## config.mk

```make
export PLATFORM = sky130hd
export DESIGN_NAME = yaml_line_tokenizer
export DESIGN_NICKNAME = d
export VERILOG_FILES = /design/src/hdl/ylt_pkg.sv /design/src/hdl/ylt_front.sv /design/src/hdl/ylt_queue.sv /design/src/hdl/ylt_back.sv /design/src/hdl/yaml_line_tokenizer.sv
export SDC_FILE = /design/constraint.sdc
export NUM_CORES = 1
export LEC_CHECK = 0
export ABC_AREA = 1
export BUFFER_PORTS_ARGS = -buffer_cell sky130_fd_sc_hd__buf_2
export CAP_MARGIN = 20
export CORE_UTILIZATION = 25
export CTS_CLUSTER_DIAMETER = 60
export DETAILED_ROUTE_END_ITERATION = 10
export HOLD_SLACK_MARGIN = 0.05
export SYNTH_ARGS = -nofsm -noshare
export SYNTH_HDL_FRONTEND = slang
export SYNTH_SLANG_ARGS = --single-unit
```

## constraint.sdc

```tcl
create_clock -name i_clk -period 6.6 [get_ports i_clk]
set_clock_uncertainty 0.2 [all_clocks]
set_input_delay 1.32 -clock i_clk [delete_from_list [all_inputs] [get_ports i_clk]]
set_output_delay 1.32 -clock i_clk [all_outputs]
set_load 0.005 [all_outputs]
```

## src/hdl/ylt_pkg.sv

```systemverilog
`timescale 1ns / 1ps
`default_nettype none
// ----------------------------------------------------------------------------
// ylt_pkg: shared types and constants of the yaml line tokenizer
// Record layout, record bundles passed from scanner to output side, and
// saturating counter helpers.
// ----------------------------------------------------------------------------
package ylt_pkg;

    localparam int COLUMN_LIMIT = 255;
    localparam int LENGTH_LIMIT = 4095;
    localparam int QUEUE_DEPTH  = 4;
    localparam int BUNDLE_SIZE  = 3;
    localparam int TDATA_W      = 40;

    // byte codes the scanner looks for
    localparam logic [7:0] CH_NUL    = 8'h00;
    localparam logic [7:0] CH_LF     = 8'h0a;
    localparam logic [7:0] CH_SPACE  = 8'h20;
    localparam logic [7:0] CH_BANG   = 8'h21;
    localparam logic [7:0] CH_QUOTE  = 8'h27;
    localparam logic [7:0] CH_COLON  = 8'h3a;
    localparam logic [7:0] CH_LBRACK = 8'h5b;
    localparam logic [7:0] CH_LBRACE = 8'h7b;

    typedef enum logic [1:0] {
        KIND_BARE   = 2'd0,
        KIND_QUOTED = 2'd1,
        KIND_LINE   = 2'd2,
        KIND_FILE   = 2'd3
    } t_kind;

    typedef struct packed {
        t_kind       kind;
        logic [7:0]  spaces;
        logic [7:0]  column;
        logic [11:0] length;
        logic        colon;
        logic [7:0]  follow;
        logic        unclosed;
        logic        last;
    } t_rec;

    // up to three records caused by one input byte
    typedef struct packed {
        logic [1:0]                  cnt;
        t_rec [BUNDLE_SIZE-1:0]      recs;
    } t_bundle;

    function automatic logic [7:0] sat_col(input logic [7:0] v);
        logic [7:0] r;
        if (32'(v) >= COLUMN_LIMIT) begin
            r = 8'(COLUMN_LIMIT);
        end else begin
            r = v + 8'd1;
        end
        return r;
    endfunction

    function automatic logic [11:0] sat_len(input logic [11:0] v);
        logic [11:0] r;
        if (32'(v) >= LENGTH_LIMIT) begin
            r = 12'(LENGTH_LIMIT);
        end else begin
            r = v + 12'd1;
        end
        return r;
    endfunction

endpackage
`default_nettype wire

```

## src/hdl/ylt_front.sv

```systemverilog
`timescale 1ns / 1ps
`default_nettype none
// ----------------------------------------------------------------------------
// ylt_front: byte scanner
// Classifies each byte, keeps the token and line state, and builds the
// bundle of records that the byte causes.
// ----------------------------------------------------------------------------
module ylt_front (
    input  wire logic             i_clk,
    input  wire logic             i_rst_n,
    input  wire logic             i_valid,
    input  wire logic [7:0]       i_byte,
    input  wire logic             i_end,
    input  wire logic             i_space_ok,
    output logic                  o_ready,
    output logic                  o_push,
    output ylt_pkg::t_bundle      o_bundle
);

    typedef enum logic [2:0] {
        MODE_IDLE  = 3'd0,
        MODE_BARE  = 3'd1,
        MODE_TAG   = 3'd2,
        MODE_QUOTE = 3'd3,
        MODE_HELD  = 3'd4
    } t_mode;

    t_mode       r_mode,   n_mode;
    logic [7:0]  r_space,  n_space;
    logic [7:0]  r_column, n_column;
    logic [7:0]  r_tstart, n_tstart;
    logic [11:0] r_len,    n_len;
    logic        r_pwc,    n_pwc;
    logic        r_pending, n_pending;
    logic        r_lstart, n_lstart;

    ylt_pkg::t_rec tk, ln, fl;
    logic          v_tk, v_ln, v_fl;
    logic          do_idle;
    logic [7:0]    sc_in;
    logic          is_break;
    logic          accept;
    logic [11:0]   len_a;

    assign o_ready  = i_space_ok;
    assign accept   = i_valid && i_space_ok;
    assign is_break = (i_byte == ylt_pkg::CH_LF) || (i_byte == ylt_pkg::CH_NUL);

    // next state and candidate records
    always_comb begin
        n_mode    = r_mode;
        n_space   = r_space;
        n_column  = r_column;
        n_tstart  = r_tstart;
        n_len     = r_len;
        n_pwc     = r_pwc;
        n_pending = r_pending;
        n_lstart  = r_lstart;
        v_tk      = 1'b0;
        v_ln      = 1'b0;
        v_fl      = 1'b0;
        do_idle   = 1'b0;
        sc_in     = r_space;
        len_a     = r_len;

        tk          = '0;
        tk.kind     = ((r_mode == MODE_QUOTE) || ((r_mode == MODE_HELD) && r_pending))
                      ? ylt_pkg::KIND_QUOTED : ylt_pkg::KIND_BARE;
        tk.spaces   = r_space;
        tk.column   = r_tstart;
        tk.length   = r_len;
        tk.colon    = (r_mode == MODE_BARE) && r_pwc;
        ln          = '0;
        ln.kind     = ylt_pkg::KIND_LINE;
        fl          = '0;
        fl.kind     = ylt_pkg::KIND_FILE;

        if (i_end) begin
            // flush open token, unfinished line, then file end
            v_tk        = (r_mode != MODE_IDLE);
            tk.unclosed = (r_mode == MODE_QUOTE);
            v_ln        = r_lstart;
            ln.spaces   = v_tk ? 8'd0 : r_space;
            ln.column   = r_column;
            v_fl        = 1'b1;
            n_mode      = MODE_IDLE;
            n_space     = '0;
            n_column    = '0;
            n_tstart    = '0;
            n_len       = '0;
            n_pwc       = 1'b0;
            n_pending   = 1'b0;
            n_lstart    = 1'b0;
        end else begin
            n_column = ylt_pkg::sat_col(r_column);
            unique case (r_mode)
                MODE_BARE, MODE_TAG: begin
                    if (is_break || (i_byte == ylt_pkg::CH_SPACE)) begin
                        v_tk      = 1'b1;
                        tk.follow = i_byte;
                        do_idle   = 1'b1;
                        sc_in     = '0;
                    end else if (r_mode == MODE_TAG) begin
                        n_len = ylt_pkg::sat_len(r_len);
                    end else begin
                        // a held colon turns into content when more follows
                        len_a = r_pwc ? ylt_pkg::sat_len(r_len) : r_len;
                        n_pwc = (i_byte == ylt_pkg::CH_COLON);
                        n_len = n_pwc ? len_a : ylt_pkg::sat_len(len_a);
                    end
                end
                MODE_QUOTE: begin
                    if (i_byte == ylt_pkg::CH_QUOTE) begin
                        n_mode    = MODE_HELD;
                        n_pending = 1'b1;
                        n_lstart  = 1'b1;
                    end else begin
                        n_len = ylt_pkg::sat_len(r_len);
                        if (is_break) begin
                            n_column = '0;
                            n_lstart = 1'b0;
                        end else begin
                            n_lstart = 1'b1;
                        end
                    end
                end
                MODE_HELD: begin
                    v_tk      = 1'b1;
                    tk.follow = i_byte;
                    do_idle   = 1'b1;
                    sc_in     = '0;
                end
                default: begin
                    n_mode  = MODE_IDLE;
                    do_idle = 1'b1;
                    sc_in   = r_space;
                end
            endcase

            // token just emitted: clear token state
            if (v_tk) begin
                n_mode    = MODE_IDLE;
                n_space   = '0;
                n_len     = '0;
                n_pwc     = 1'b0;
                n_pending = 1'b0;
            end

            // byte seen between tokens
            if (do_idle) begin
                if (is_break) begin
                    v_ln      = 1'b1;
                    ln.spaces = sc_in;
                    ln.column = r_column;
                    n_space   = '0;
                    n_column  = '0;
                    n_lstart  = 1'b0;
                end else begin
                    n_lstart = 1'b1;
                    priority if (i_byte == ylt_pkg::CH_SPACE) begin
                        n_space = ylt_pkg::sat_col(sc_in);
                    end else if ((i_byte == ylt_pkg::CH_LBRACK) ||
                                 (i_byte == ylt_pkg::CH_LBRACE)) begin
                        n_mode    = MODE_HELD;
                        n_pending = 1'b0;
                        n_tstart  = r_column;
                        n_len     = 12'd1;
                    end else if (i_byte == ylt_pkg::CH_QUOTE) begin
                        n_mode   = MODE_QUOTE;
                        n_tstart = ylt_pkg::sat_col(r_column);
                        n_len    = '0;
                    end else if (i_byte == ylt_pkg::CH_BANG) begin
                        n_mode   = MODE_TAG;
                        n_tstart = r_column;
                        n_len    = 12'd1;
                    end else begin
                        n_mode   = MODE_BARE;
                        n_tstart = r_column;
                        n_pwc    = (i_byte == ylt_pkg::CH_COLON);
                        n_len    = n_pwc ? 12'd0 : 12'd1;
                    end
                end
            end
        end

        tk.last = !v_ln && !v_fl;
        ln.last = !v_fl;
        fl.last = 1'b1;
    end

    // pack candidates into the bundle in order
    always_comb begin
        o_bundle         = '0;
        o_bundle.cnt     = 2'(v_tk) + 2'(v_ln) + 2'(v_fl);
        o_bundle.recs[0] = v_tk ? tk : (v_ln ? ln : fl);
        o_bundle.recs[1] = v_tk ? (v_ln ? ln : fl) : fl;
        o_bundle.recs[2] = fl;
    end

    assign o_push = accept && (o_bundle.cnt != 2'd0);

    // scanner state
    always_ff @(posedge i_clk) begin
        if (!i_rst_n) begin
            r_mode    <= MODE_IDLE;
            r_space   <= '0;
            r_column  <= '0;
            r_tstart  <= '0;
            r_len     <= '0;
            r_pwc     <= 1'b0;
            r_pending <= 1'b0;
            r_lstart  <= 1'b0;
        end else if (accept) begin
            r_mode    <= n_mode;
            r_space   <= n_space;
            r_column  <= n_column;
            r_tstart  <= n_tstart;
            r_len     <= n_len;
            r_pwc     <= n_pwc;
            r_pending <= n_pending;
            r_lstart  <= n_lstart;
        end
    end

    // a pushed bundle marks exactly its final record as last
    a_last_mark: assert property (@(posedge i_clk) disable iff (!i_rst_n)
        o_push |-> o_bundle.recs[o_bundle.cnt - 2'd1].last)
        else $error("final record of bundle not marked last");

endmodule
`default_nettype wire

```

## src/hdl/ylt_queue.sv

```systemverilog
`timescale 1ns / 1ps
`default_nettype none
// ----------------------------------------------------------------------------
// ylt_queue: bundle queue
// Short first-in first-out store of record bundles between scanner and
// output serialiser.
// ----------------------------------------------------------------------------
module ylt_queue (
    input  wire logic              i_clk,
    input  wire logic              i_rst_n,
    input  wire logic              i_push,
    input  wire ylt_pkg::t_bundle  i_bundle,
    input  wire logic              i_pop,
    output logic                   o_space_ok,
    output logic                   o_valid,
    output ylt_pkg::t_bundle       o_head
);

    localparam int PTR_W = $clog2(ylt_pkg::QUEUE_DEPTH);
    localparam int CNT_W = $clog2(ylt_pkg::QUEUE_DEPTH + 1);

    ylt_pkg::t_bundle r_mem [ylt_pkg::QUEUE_DEPTH];
    logic [PTR_W-1:0] r_wr_ptr;
    logic [PTR_W-1:0] r_rd_ptr;
    logic [CNT_W-1:0] r_count;

    assign o_space_ok = (r_count != CNT_W'(ylt_pkg::QUEUE_DEPTH));
    assign o_valid    = (r_count != '0);
    assign o_head     = r_mem[r_rd_ptr];

    // storage
    always_ff @(posedge i_clk) begin
        if (i_push) begin
            r_mem[r_wr_ptr] <= i_bundle;
        end
    end

    // pointers and fill level
    always_ff @(posedge i_clk) begin
        if (!i_rst_n) begin
            r_wr_ptr <= '0;
            r_rd_ptr <= '0;
            r_count  <= '0;
        end else begin
            if (i_push) begin
                r_wr_ptr <= r_wr_ptr + PTR_W'(1);
            end
            if (i_pop) begin
                r_rd_ptr <= r_rd_ptr + PTR_W'(1);
            end
            r_count <= r_count + CNT_W'(i_push) - CNT_W'(i_pop);
        end
    end

    a_no_overflow: assert property (@(posedge i_clk) disable iff (!i_rst_n)
        i_push |-> (o_space_ok || i_pop))
        else $error("bundle pushed into full queue");

    a_no_underflow: assert property (@(posedge i_clk) disable iff (!i_rst_n)
        i_pop |-> o_valid)
        else $error("pop from empty queue");

endmodule
`default_nettype wire

```

## src/hdl/ylt_back.sv

```systemverilog
`timescale 1ns / 1ps
`default_nettype none
// ----------------------------------------------------------------------------
// ylt_back: record serialiser
// Walks the records of the head bundle one per cycle, while the receiver is
// ready, into the output register and pops the bundle as its last record loads.
// ----------------------------------------------------------------------------
module ylt_back (
    input  wire logic              i_clk,
    input  wire logic              i_rst_n,
    input  wire logic              i_q_valid,
    input  wire ylt_pkg::t_bundle  i_q_head,
    output logic                   o_q_pop,
    input  wire logic              i_tready,
    output logic                   o_tvalid,
    output ylt_pkg::t_rec          o_rec
);

    logic [1:0]    r_idx;
    logic          r_valid;
    ylt_pkg::t_rec r_rec;
    logic          load;
    logic          at_end;

    assign load    = i_q_valid && (!r_valid || i_tready);
    assign at_end  = (r_idx == (i_q_head.cnt - 2'd1));
    assign o_q_pop = load && at_end;

    // record index within the head bundle and output valid
    always_ff @(posedge i_clk) begin
        if (!i_rst_n) begin
            r_idx   <= '0;
            r_valid <= 1'b0;
        end else begin
            if (load) begin
                r_idx <= at_end ? 2'd0 : (r_idx + 2'd1);
            end
            if (load) begin
                r_valid <= 1'b1;
            end else if (i_tready) begin
                r_valid <= 1'b0;
            end
        end
    end

    // output payload
    always_ff @(posedge i_clk) begin
        if (load) begin
            r_rec <= i_q_head.recs[r_idx];
        end
    end

    assign o_tvalid = r_valid;
    assign o_rec    = r_rec;

    a_idx_in_bundle: assert property (@(posedge i_clk) disable iff (!i_rst_n)
        i_q_valid |-> (r_idx < i_q_head.cnt))
        else $error("record index beyond head bundle");

endmodule
`default_nettype wire

```

## src/hdl/yaml_line_tokenizer.sv

```systemverilog
`timescale 1ns / 1ps
`default_nettype none
// A record passes through the bundle queue and the output register before it is presented.
// Throughput: while the receiver is ready, one byte per cycle while bytes cause
// at most one record each; the output register sends one record per cycle, so
// a byte causing 2 or 3 records sends them one by one, absorbed by a 4-bundle queue.
// Reset: synchronous active-low i_rst_n returns the scanner to idle between
// tokens with all counters zero, and empties the queue and output register.
// ----------------------------------------------------------------------------
// yaml_line_tokenizer: byte stream to token record converter
// Scanner front end, bundle queue, and record serialiser driving a stream
// output.
// ----------------------------------------------------------------------------
module yaml_line_tokenizer (
    input  wire logic                          i_clk,
    input  wire logic                          i_rst_n,
    input  wire logic                          i_s_tvalid,
    output logic                               o_s_tready,
    input  wire logic [7:0]                    i_s_tdata,  // [7:0] byte_in
    input  wire logic                          i_s_tlast,  // stream_end
    output logic                               o_m_tvalid,
    input  wire logic                          i_m_tready,
    // [7:0] leading_spaces, [15:8] start_column, [27:16] token_length,
    // [28] key_colon, [36:29] following_byte, [37] unclosed_quote
    output logic [ylt_pkg::TDATA_W-1:0]        o_m_tdata,
    output logic [1:0]                         o_m_tuser,  // [1:0] token_kind
    output logic                               o_m_tlast   // last_of_run
);

    logic             space_ok;
    logic             push;
    ylt_pkg::t_bundle bundle;
    logic             q_valid;
    ylt_pkg::t_bundle q_head;
    logic             q_pop;
    ylt_pkg::t_rec    rec;

    // scanner
    ylt_front u_front (
        .i_clk      (i_clk),
        .i_rst_n    (i_rst_n),
        .i_valid    (i_s_tvalid),
        .i_byte     (i_s_tdata),
        .i_end      (i_s_tlast),
        .i_space_ok (space_ok),
        .o_ready    (o_s_tready),
        .o_push     (push),
        .o_bundle   (bundle)
    );

    // bundle queue
    ylt_queue u_queue (
        .i_clk      (i_clk),
        .i_rst_n    (i_rst_n),
        .i_push     (push),
        .i_bundle   (bundle),
        .i_pop      (q_pop),
        .o_space_ok (space_ok),
        .o_valid    (q_valid),
        .o_head     (q_head)
    );

    // serialiser
    ylt_back u_back (
        .i_clk     (i_clk),
        .i_rst_n   (i_rst_n),
        .i_q_valid (q_valid),
        .i_q_head  (q_head),
        .o_q_pop   (q_pop),
        .i_tready  (i_m_tready),
        .o_tvalid  (o_m_tvalid),
        .o_rec     (rec)
    );

    // output packing
    assign o_m_tdata = {2'b00, rec.unclosed, rec.follow, rec.colon, rec.length,
                        rec.column, rec.spaces};
    assign o_m_tuser = rec.kind;
    assign o_m_tlast = rec.last;

endmodule
`default_nettype wire

```

* Yosys cells after proc, flatten, opt, wreduce, memory -nomap -nowiden
Memories as Yosys holds them, arrays and structs flattened. A register that Yosys moved wholly into a read port is not among the register bits.
Cells that the tools add are included.
Widths: inputs -> output; s select.
** Storage, ports and cells
- Register bits after elaboration :: 93
- Memory bits (writable) :: 336
- Output and inout port bits :: 45
- Word-level logic and storage cells :: 188
- Memories :: 1
** Memory list
- u_queue.r_mem :: depth 4, bits a word 84, read ports 1, clocked after Yosys merged registers in 1, wr ports 1, RTL line ylt_queue.sv:22 : ylt_pkg::t_bundle r_mem [ylt_pkg::QUEUE_DEPTH];
** Cells by class
- $add $sub $neg :: 12
- Order comparisons :: 5
- Equality and inequality tests :: 15
- Mux-type cells :: 108
- Reduce and logical (&&, ||, !) cells :: 26
** Operators by type and width (count)
- $mux 12 :: 19
- $mux 8 :: 24
- $mux 41 :: 3
- $bmux 41 s2 :: 1
- $mux 16 :: 3
- $mux 40 :: 1
- $mux 1 :: 39
- $eq 8x6->1 const B :: 4
- $pmux 8 s2 :: 2
- $add 12x1->12 const B :: 2
- $ge 12x12->1 const B :: 2
- $mux 3 :: 8
- $pmux 12 s2 :: 1
- $add 8x1->8 const B :: 2
- $eq 8x7->1 const B :: 2
- $ge 8x8->1 const B :: 2
- $reduce_bool 3->1 :: 3
- $eq 8x4->1 const B :: 1
- $logic_not 8->1 :: 1
- $mux 2 :: 4
- $logic_and 1x1->1 :: 7
- $add 2x1->2 const B :: 3
- $eq 3x2->1 const B :: 2
- $pmux 3 s2 :: 1
- 19 further kinds :: 29

* Longest topological paths before layout
- Depth after elaboration :: 18
- Mapped depth :: 25

* By module
From an unflattened synthesis, not the netlist that was laid out.
** Second synthesis, totals
- Cells, all modules :: 2576
- Area, all modules :: 27314.9 µm²
** By module, submodules not included
- ylt_queue :: times used 1, cells each 1514, area each 20191.9 µm², sequential area each 15194.6 µm²
- ylt_front :: times used 1, cells each 802, area each 4767.1 µm², sequential area each 840.8 µm²
- ylt_back :: times used 1, cells each 257, area each 2337.2 µm², sequential area each 1291.2 µm²
- yaml_line_tokenizer :: times used 1, cells each 3, area each 18.8 µm², sequential area each 0.0 µm²

* Least setup slack after synthesis
Ideal clock, no wire load.
- Path type :: input to register
- From :: input i_s_tdata[2]
- To :: memory u_queue.r_mem[0][0] in the netlist's numbering, enable pin
- Setup time :: 0.480 ns
- Data arrival time :: 5.788 ns
- Path slack :: 0.132 ns
- Stages :: 18
- Path buffers :: 1
- Cell sequence :: inv_1 -> nand4_1 -> nand2_1 -> nand2_1 -> nand2_2 -> nor2_1 -> inv_2 -> nand2_1 -> inv_2 -> nand3_1 -> inv_1 -> a21oi_1 -> inv_1 -> buf_4 -> ha_1 -> or2_2 -> nand2_1 -> nor2_1
** RTL lines
- start, declared :: RTL line yaml_line_tokenizer.sv:19 : input wire logic [7:0] i_s_tdata,
- end, declared :: RTL line ylt_queue.sv:22

==> flow_metrics.env <==
export IMPL_maxCapViolations=0
export IMPL_core_area_sq_mm=0.0605
export IMPL_clk_pin_slew_ns=0.06
export IMPL_ir_drop_mv=0.185
export IMPL_initial_utilization=0.253
export IMPL_ios=58
export IMPL_final_max_slew_violation_count=0
export IMPL_p_leak_nw=6.47
export IMPL_multiInputGateArea_sq_mm=0.00507
export IMPL_p_comb_frac=0.223
export IMPL_ys_warn_count=0
export IMPL_netlist_instances=1560
export IMPL_grt_pass1_vias=10700
export IMPL_die_h_um=250
export IMPL_drive_gt1_frac=0.112
export IMPL_cts_tree="built"
export IMPL_synth_edf_count=285
export IMPL_cts_setup_buffers=0
export IMPL_p_int_w=0.00431
export IMPL_antenna_left=0
export IMPL_r2r_start="u_front.r_mode[2]"
export IMPL_clkSinkCount=339
export IMPL_min_delay_start="u_front.r_space[6]"
export IMPL_start_kind="primary input"
export IMPL_rsz0062_at_grt="no"
export IMPL_syn_to_final_growth_pct=16.6
export IMPL_seq_area_frac_synth=0.629
export IMPL_endpoint="u_queue.r_count[1]"
export IMPL_place_inst=2369
export IMPL_htree_levels=2
export IMPL_worstSetupStartpoint="i_s_tdata[2]"
export IMPL_fin_crit_sh=0.790
export IMPL_crit_chain="buf_2 -> inv_1 -> nand4_1 -> nand2_1 -> nand2_1 -> nand2_2 -> nor2_1 -> inv_2 -> nand2_1 -> inv_2 -> nand3_1 -> inv_1 -> a21oi_1 -> inv_1 -> ha_1 -> or2_2 -> or2_2 -> nand2_1 -> inv_1 -> ha_1 -> inv_1 -> fa_1 -> nor2_1"
export IMPL_arrival_ns=5.48
export IMPL_clockPowerShare=0.328
export IMPL_cts_buffers=38
export IMPL_vias=11200
export IMPL_drtPass1Iterations=5
export IMPL_io_buffers=55
export IMPL_n_fill_cell=6152
export IMPL_synth_area_sq_mm=0.0153
export IMPL_ff2ff_path_depth=21
export IMPL_holdCritPathClass="flop to flop"
export IMPL_finalNetCount=1654
export IMPL_hold_violations=0
export IMPL_groute_usage_overall=0.127
export IMPL_crit_path_end_kind="flop"
export IMPL_die_area_sq_mm=0.0623
export IMPL_hpwl_um=26100
export IMPL_clk_latency_ns=0.54
export IMPL_ys_async_sr_fraction=0
export IMPL_period_needed_ns=5.21
export IMPL_cpPeakStageDelay_ns=0.45
export IMPL_cpMostUsedCell="inv_1"
export IMPL_fmax_ghz=0.192
export IMPL_swShare=0.319
export IMPL_viasPerCell=4.60
export IMPL_utilization=0.295
export IMPL_p_switching_w=0.00202
export IMPL_slowest_stage="nand2_1"
export IMPL_routabilityCongestion=0.899
export IMPL_status="finished, final reports clean"
export IMPL_r2r_end="u_queue.r_count[1]"
export IMPL_finalSetupTns_ns=0
export IMPL_root_buffer="clkbuf_16"
export IMPL_grt_ovfl_total=0
export IMPL_p_per_area_mw_per_mm2=354
export IMPL_slew_headroom=0.296
export IMPL_num_rows=90
export IMPL_path_max_fanout=11
export IMPL_post_route_drc_count=0
export IMPL_ys_flop_type="edfxtp_1"
export IMPL_fin_cells=2440
export IMPL_seqCellArea_sq_mm=0.00964
export IMPL_dr_first_iter_drc_count=906
export IMPL_die_w_um=250
export IMPL_path_class="primary input to flop"
export IMPL_cts_hold_buf=0
export IMPL_grt_pass1_wl_um=62400
export IMPL_diodes=0
export IMPL_wirelength_um=40100
export IMPL_wl_per_cell_um=16.4
export IMPL_crit_required_ns=6.87
export IMPL_setup_viol=0
export IMPL_cts_resized=0
export IMPL_grt_max_degree=81
export IMPL_antenna_found_initial=1
export IMPL_tightest_slew_ns=1.05
export IMPL_synth_seq_cells=339
export IMPL_seqPwrFrac=0.449
export IMPL_synth_cell_type_count=49
export IMPL_regToRegSetupSlack_ns=1.75
export IMPL_avgSynthCellArea_sq_um=9.82
export IMPL_clockBufferDepth=3
how the worst min path moves through the flow:
| stage | depth (start not counted) | end | slack, ns |
|---|---|---|---|
| 2_1_floorplan | 2 | u_front.r_space[6] | 0.25 |
| 3_3_place_gp | 2 | u_front.r_space[6] | 0.26 |
| 3_5_place_dp | 2 | u_front.r_space[6] | 0.26 |
| 4_1_cts | 2 | u_front.r_space[6] | 0.27 |
| 5_1_grt | 2 | u_front.r_space[6] | 0.31 |
| 6_report | 2 | u_front.r_space[6] | 0.27 |
registers in the layout (all words and copies together), names as in the netlist, named ones only:
register           cells
u_queue.r_mem        244
u_back.o_rec          41
u_front.r_len         12
u_front.r_column       8
u_front.r_space        8
u_front.r_tstart       8
u_front.r_mode         3
u_queue.r_count        3
u_back.r_idx           2
u_queue.r_rd_ptr       2
u_queue.r_wr_ptr       2
u_back.o_tvalid        1
u_front.r_lstart       1
u_front.r_pending      1
u_front.r_pwc          1
per-stage QoR:
| step | area (sq um) | power, W | hold slack [ns] | worst slack [ns] |
|---|---|---|---|---|
| 2_1_floorplan | 15400 | 0.00372 | 0.245 | 0.132 |
| 3_3_place_gp | 16600 | 0.00431 | 0.258 | 1.02 |
| 6_report | 17900 | 0.00632 | 0.265 | 1.39 |
| 4_1_cts | 17800 | 0.00641 | 0.266 | 1.41 |
| 3_5_place_dp | 16600 | 0.00433 | 0.256 | 0.859 |
| 5_1_grt | 17900 | 0.00665 | 0.305 | 1.05 |
synth_stat cells, drive strengths merged (6+ instances only):
cell type  count  area, sq um
nand2        269         1040
a21oi         95          479
edfxtp       285         8560
a221oi         9         78.8
ha            12          150
nand3         61          363
or2            6         37.5
a31oi          7         43.8
nand4         12         75.1
clkbuf        61          229
xor2           7         61.3
nor2         287         1120
nor3          15         75.1
inv          118          443
dfxtp         54         1080
buf           17         92.6
o21ai        171          871
xnor2          7         61.3
o22ai         35          219
final cells by class:
class,instances,area share
clock buffer,49,0.0573
timing repair buffer,73,0.0269
inverter,122,0.0256
clock inverter,21,0.0116
sequential,339,0.540
tap,782,0.0548
multi-input combinational,1054,0.284
worst max-delay path: cells and delay by family:
| kind | cells | cell delay (ns) |
|---|---|---|
| AO/OA/AOI/OAI | 1 | 0.13 |
| AND/OR/NAND/NOR | 11 | 2.31 |
| buffers and inverters | 8 | 0.82 |
| adder cells (fa/ha/maj) | 3 | 0.88 |
cell families after synthesis:
logic type | synth area share
other cells | 0.000245
flops | 0.629
simple gates | 0.178
fa+ha+maj | 0.0111
compound gates | 0.123
xor+xnor | 0.00800
buf+inv | 0.0509
layout by cell type (no fill, tap or decap), types with 9 or more instances in the layout:
cell type  count
o21ai_0      163
clkbuf_1       9
o22ai_1       35
nor2_1       272
a221oi_1       9
conb_1        34
nor3_1        15
clkinv_1      10
nand2_2       14
clkbuf_16     39
nand2_1      255
ha_1          12
inv_1        110
a21oi_1       93
nand3_1       51
dfxtp_1       52
nand4_1       12
nand3_2        9
edfxtp_1     285
buf_2         55
buf_4         13
power by group through the flow:
stage	clock network, W	logic [W]	registers, W
final	0.00207	0.00141	0.00284
after global routing	0.00219	0.00158	0.00287
after CTS	0.00212	0.00145	0.00284
after detailed placement	0	0.00145	0.00289
after global placement	0	0.00143	0.00288
after floorplan	0	0.000906	0.00282
per-layer routing:
layer,vias to the layer above,part of all wire,track usage
met5,-,0.00022,0
met4,2,0.026,0.0422
met3,58,0.046,0.0171
met2,284,0.46,0.203
met1,5404,0.47,0.175
li1,5477,-,-
Note: power is estimated with default switching activity, not from simulation.
